### config.mk
export PLATFORM = sky130hd
export DESIGN_NAME = dri_deg_cell
export DESIGN_NICKNAME = d
export VERILOG_FILES = /design/src/rtl/core/dri_pkg.sv /design/src/rtl/core/dri_deg_cell.sv
export SDC_FILE = /design/constraint.sdc
export NUM_CORES = 1
export LEC_CHECK = 0
export ABC_AREA = 1
export BUFFER_PORTS_ARGS = -buffer_cell sky130_fd_sc_hd__buf_2
export CORE_MARGIN = 4
export CORE_UTILIZATION = 40
export CTS_CLUSTER_DIAMETER = 30
export DETAILED_ROUTE_END_ITERATION = 10
export GPL_TIMING_DRIVEN = 0
export SYNTH_ARGS = -nofsm -noshare
export SYNTH_HDL_FRONTEND = slang
export SYNTH_SLANG_ARGS = --single-unit
export TNS_END_PERCENT = 20
### constraint.sdc
create_clock -name clk -period 37.8 [get_ports clk]
set_clock_uncertainty 0.2 [all_clocks]
set_input_delay 11.34 -clock clk [delete_from_list [all_inputs] [get_ports clk]]
set_output_delay 11.34 -clock clk [all_outputs]
set_load 0.02 [all_outputs]
### src/rtl/core/dri_pkg.sv
// shared types, constants and arithmetic helpers of the delta robot inverse kinematics block
`timescale 1ns / 1ps
package dri_pkg;

  localparam int SQ_STEPS     = 32;
  localparam int CORDIC_STEPS = 31;
  localparam int DEG_STEPS    = 2;
  localparam int DEG_BITS     = 20;
  localparam int DEG_W        = DEG_STEPS * DEG_BITS;
  localparam int ARM_LAT      = 4 + SQ_STEPS + 1 + CORDIC_STEPS + 1;
  localparam int PIPE_LAT     = 4 + ARM_LAT + 1 + DEG_STEPS + 1;

  localparam logic signed [35:0] SQRT3_Q30   = 36'sd1859775393;
  localparam logic signed [33:0] HALF_PI_Q30 = 34'sd1686629713;
  localparam logic [14:0]        DEG_MUL     = 15'd18000;
  localparam logic [7:0]         DEG_BIAS    = 8'd157;
  localparam logic [9:0]         DEG_DIV     = 10'd314;
  // ceil(2^38 / 314), exact quotient for every dividend below 2^29
  localparam logic [29:0]        DEG_RECIP   = 30'd875407347;
  localparam int                 DEG_RSH     = 38;

  localparam logic [31:0] ATAN_TAB [CORDIC_STEPS] = '{
    32'h3243F6A8, 32'h1DAC6705, 32'h0FADBAFC, 32'h07F56EA6, 32'h03FEAB76, 32'h01FFD55B,
    32'h00FFFAAA, 32'h007FFF55, 32'h003FFFEA, 32'h001FFFFD, 32'h000FFFFF, 32'h0007FFFF,
    32'h0003FFFF, 32'h0001FFFF, 32'h0000FFFF, 32'h00007FFF, 32'h00003FFF, 32'h00001FFF,
    32'h00000FFF, 32'h000007FF, 32'h000003FF, 32'h000001FF, 32'h000000FF, 32'h0000007F,
    32'h0000003F, 32'h0000001F, 32'h0000000F, 32'h00000008, 32'h00000004, 32'h00000002,
    32'h00000001
  };

  typedef enum logic [2:0] {
    REG_UPPER  = 3'd0,
    REG_LOWER  = 3'd1,
    REG_OFS_A  = 3'd2,
    REG_OFS_B  = 3'd3,
    REG_OFS_C  = 3'd4,
    REG_LIM_LO = 3'd5,
    REG_LIM_HI = 3'd6
  } reg_idx_t;

  typedef struct packed {
    logic signed [31:0] pos_x;
    logic signed [31:0] pos_y;
    logic signed [31:0] pos_z;
  } dri_in_t;

  typedef struct packed {
    logic signed [31:0] joint_angle_0;
    logic signed [31:0] joint_angle_1;
    logic signed [31:0] joint_angle_2;
    logic               status;
  } dri_out_t;

  // root cell state plus what rides along to the angle stage
  typedef struct packed {
    logic [63:0]        v;
    logic [63:0]        res;
    logic signed [30:0] f;
    logic signed [31:0] den;
    logic               bad;
  } sq_t;

  typedef struct packed {
    logic signed [33:0] cx;
    logic signed [33:0] cy;
    logic signed [33:0] z;
    logic               spec;
    logic               neg;
    logic               bad;
  } cd_t;

  typedef struct packed {
    logic               ok;
    logic signed [34:0] thf;
  } arm_res_t;

  typedef struct packed {
    logic [DEG_W-1:0] n;
    logic [DEG_W-1:0] q;
    logic [8:0]       rem;
    logic             neg;
    logic             ok;
  } deg_t;

  // exact product, magnitude shifted toward zero
  function automatic logic signed [63:0] qmul(input logic signed [35:0] a,
                                              input logic signed [35:0] b,
                                              input int sh);
    logic [35:0] ma;
    logic [35:0] mb;
    logic [71:0] p;
    logic [63:0] r;
    ma = a[35] ? -a : a;
    mb = b[35] ? -b : b;
    p  = ma * mb;
    r  = 64'(p >> sh);
    return (a[35] ^ b[35]) ? -$signed(r) : $signed(r);
  endfunction

  function automatic logic [63:0] mag64(input logic signed [63:0] v);
    return v[63] ? 64'(-v) : 64'(v);
  endfunction

  function automatic logic [6:0] bitlen(input logic [63:0] v);
    logic [6:0] n;
    n = '0;
    for (int i = 0; i < 64; i++) begin
      if (v[i]) n = 7'(i + 1);
    end
    return n;
  endfunction

endpackage

### src/rtl/core/dri_deg_cell.sv
// one twenty-bit quotient digit of the radians to degrees division
`timescale 1ns / 1ps
module dri_deg_cell #(
  parameter int STEP = 0
) (
  input  logic          clk,
  input  logic          ce,
  input  dri_pkg::deg_t d,
  output dri_pkg::deg_t q
);
  import dri_pkg::*;

  localparam int HI = DEG_W - 1 - DEG_BITS * STEP;
  localparam int XW = DEG_BITS + 9;

  deg_t nxt;
  logic [XW-1:0]       x;
  logic [XW+29:0]      prod;
  logic [DEG_BITS-1:0] qd;

  // partial remainder joined with the next digit stays below 314 * 2^20
  always_comb begin
    nxt  = d;
    x    = {d.rem, d.n[HI -: DEG_BITS]};
    prod = (XW + 30)'(x) * (XW + 30)'(DEG_RECIP);
    qd   = DEG_BITS'(prod >> DEG_RSH);
    nxt.q[HI -: DEG_BITS] = qd;
    nxt.rem = 9'(x - XW'(qd) * XW'(DEG_DIV));
  end

  always_ff @(posedge clk) begin
    if (ce) q <= nxt;
  end
endmodule

==> results.cfg <==
[run_status]
status = finished, final reports clean

[die]
rows = 81
dieArea_um2 = 53000
core-area_um2 = 48800
ioPinCount = 184
initial_utilization_pct = 40.4
die_y_um = 230
die_x_um = 230

[global_route]
grt_usage_pct = 21.5
grt-busiest-layer = met2
grt_pass1_wl_mm = 86.4
globalRouteMet1Util_pct = 29.3
grtUsageMet3_pct = 4.08
grt_pass1_vias = 15163
grt_max_degree = 61
overflow = 0
antenna_found_initial = 2
met2_usage_pct = 36.1

[sta]
fin_crit_sh_pct = 57.0
max_freq_ghz = 0.0464
tns_ns = 0
layout_setup_ws_ns = 16.25
hold_viol = 0
setup_violations = 0
slew_headroom_pct = 27.5
worst_pin_slew_ns = 1.09
report.final.slew_viol_count = 0
rsz0062_at_grt = no
min_period_ns = 21.55

[routing]
wirelength_mm = 54.6
drt_iter0_markers = 730
drtAntennaViolNets = 0
route.vias.total = 13542
viasPerCell = 4.69
first_pass_iters = 5
post-route-drc-count = 0
wl_per_cell_um = 18.9

[synthesis]
syn_inst = 2045
synth_area_um2 = 19700
syn-num-nets = 2867
async_flop_share_pct = 0
syn_area_per_cell_um2 = 9.65
ys_warn_count = 0
ys_ff_latch = 90
synth_cell_types = 36
synth_edf_count = 90
ys_seq_area_share_pct = 13.7
yosys_most_used_dff = edfxtp_1

[clock_tree]
postCtsSetupRepairBufs = 0
cts_made_buffers = 9
cts.clk_slew.worst_paths_ns = 0.08
clkSinkCount = 90
clock_path_buffers = 2
htreeDepth = 3
hold_buffers = 0
ctsRootBufferMaster = clkbuf_16
cts_tree = done
cts_resized = 0

[finish]
final_cell_mix = inv_1 (674), fa_1 (368), ha_1 (361), nand2_1 (249), buf_2 (162)
regMostFlops = q
layout.nets = 3042
drive_gt1_share_pct = 9.39
largest_reg_flops = 90
reg_top3 = q: 90 flops
area_delta_synth_final_pct = 10.0
final_common_cell = inv_1
nFillCells = 4842

[critical_path]
crit_path_top_delay_cell = fa_1
cp_common_cell = fa_1
critPathMaxFanout = 8
crit_required_ns = 37.74
crit_arrival_ns = 21.48
critical_path_class = in2reg
startpoint_type = input pin
endpoint_kind = register
cpPeakStageDelay_ns = 0.57

[placement]
place_ws_ns = 15.84
post-dp-hpwl_mm = 48.4
port_buffers = 163
gp_routability_congestion = 0.950

[flow_run]
cap_viol_max_count = 0

[min_path]
hold_class = in2reg
-- path summary, 6_finish.rpt --
check,start,to,cells past startpoint
setup / recovery,d[82],q[10]$_DFFE_PP_,40
hold / removal,d[22],q[22]$_DFFE_PP_,1
-- synthesized netlist by cell type (6+ instances only) --
cell / count / area share [%]
nor2_1: 78 / 1.5
inv_2: 8 / 0.15
nor3_1: 10 / 0.25
nand4_1: 11 / 0.35
a31oi_1: 6 / 0.19
nand2_1: 249 / 4.7
xor2_1: 23 / 1.0
o21ai_0: 21 / 0.53
ha_1: 361 / 23
inv_1: 674 / 13
o21bai_1: 7 / 0.27
edfxtp_1: 90 / 14
xnor2_1: 11 / 0.49
fa_1: 368 / 37
nand3_1: 35 / 0.89
a21oi_1: 58 / 1.5
-- per-stage QoR --
stage	area (um^2)	std cells	util (%)	hold slack, ns
2_1_floorplan	19700	2045	-	11.24
3_3_place_gp	21400	2872	43.8	11.32
3_5_place_dp	21400	2873	43.8	11.32
4_1_cts	21700	2889	44.5	10.89
5_1_grt	21700	2890	44.5	10.89
6_report	21700	2890	44.5	10.92
-- logic make-up (layout without fill, tap and decap cells) --
kind of cell	Yosys count	count (layout)	share of synthesized area (%)
buffers and inverters	683	863	13.0
AND/OR/NAND/NOR	404	404	8.50
XOR/XNOR	35	35	1.65
other	0	1	0
flip-flops	90	90	13.7
AO/OA/AOI/OAI	104	104	2.94
adder cells (fa/ha/maj)	729	729	60.2
-- final cells by class --
class / instances / area [um^2] / area share (%)
multi-input combinational: 1272 / 14500 / 66.6
sequential: 90 / 2700 / 12.4
inverter: 682 / 2560 / 11.8
timing repair buffer: 164 / 846 / 3.89
tap: 664 / 831 / 3.83
clock buffer: 9 / 225 / 1.04
clock inverter: 7 / 78.8 / 0.363
buffer: 1 / 7.51 / 0.0346
antenna: 1 / 2.50 / 0.0115
-- metal layers --
metal	wire [um]	vias to the layer above
met5	0	-
met4	1010	0
met3	3120	50
met2	26300	334
met1	24200	6677
li1	-	6481
-- critical path: cells and delay by family --
family / cells / cell delay, ns
XOR/XNOR: 5 / 1.17
adder cells (fa/ha/maj): 15 / 6.56
AO/OA/AOI/OAI: 4 / 0.59
buffers and inverters: 8 / 0.76
AND/OR/NAND/NOR: 8 / 1.04
Power is left out: the tool's default activity adds up to more than one toggle a clock period on the data nets, which glitch-free logic cannot reach.
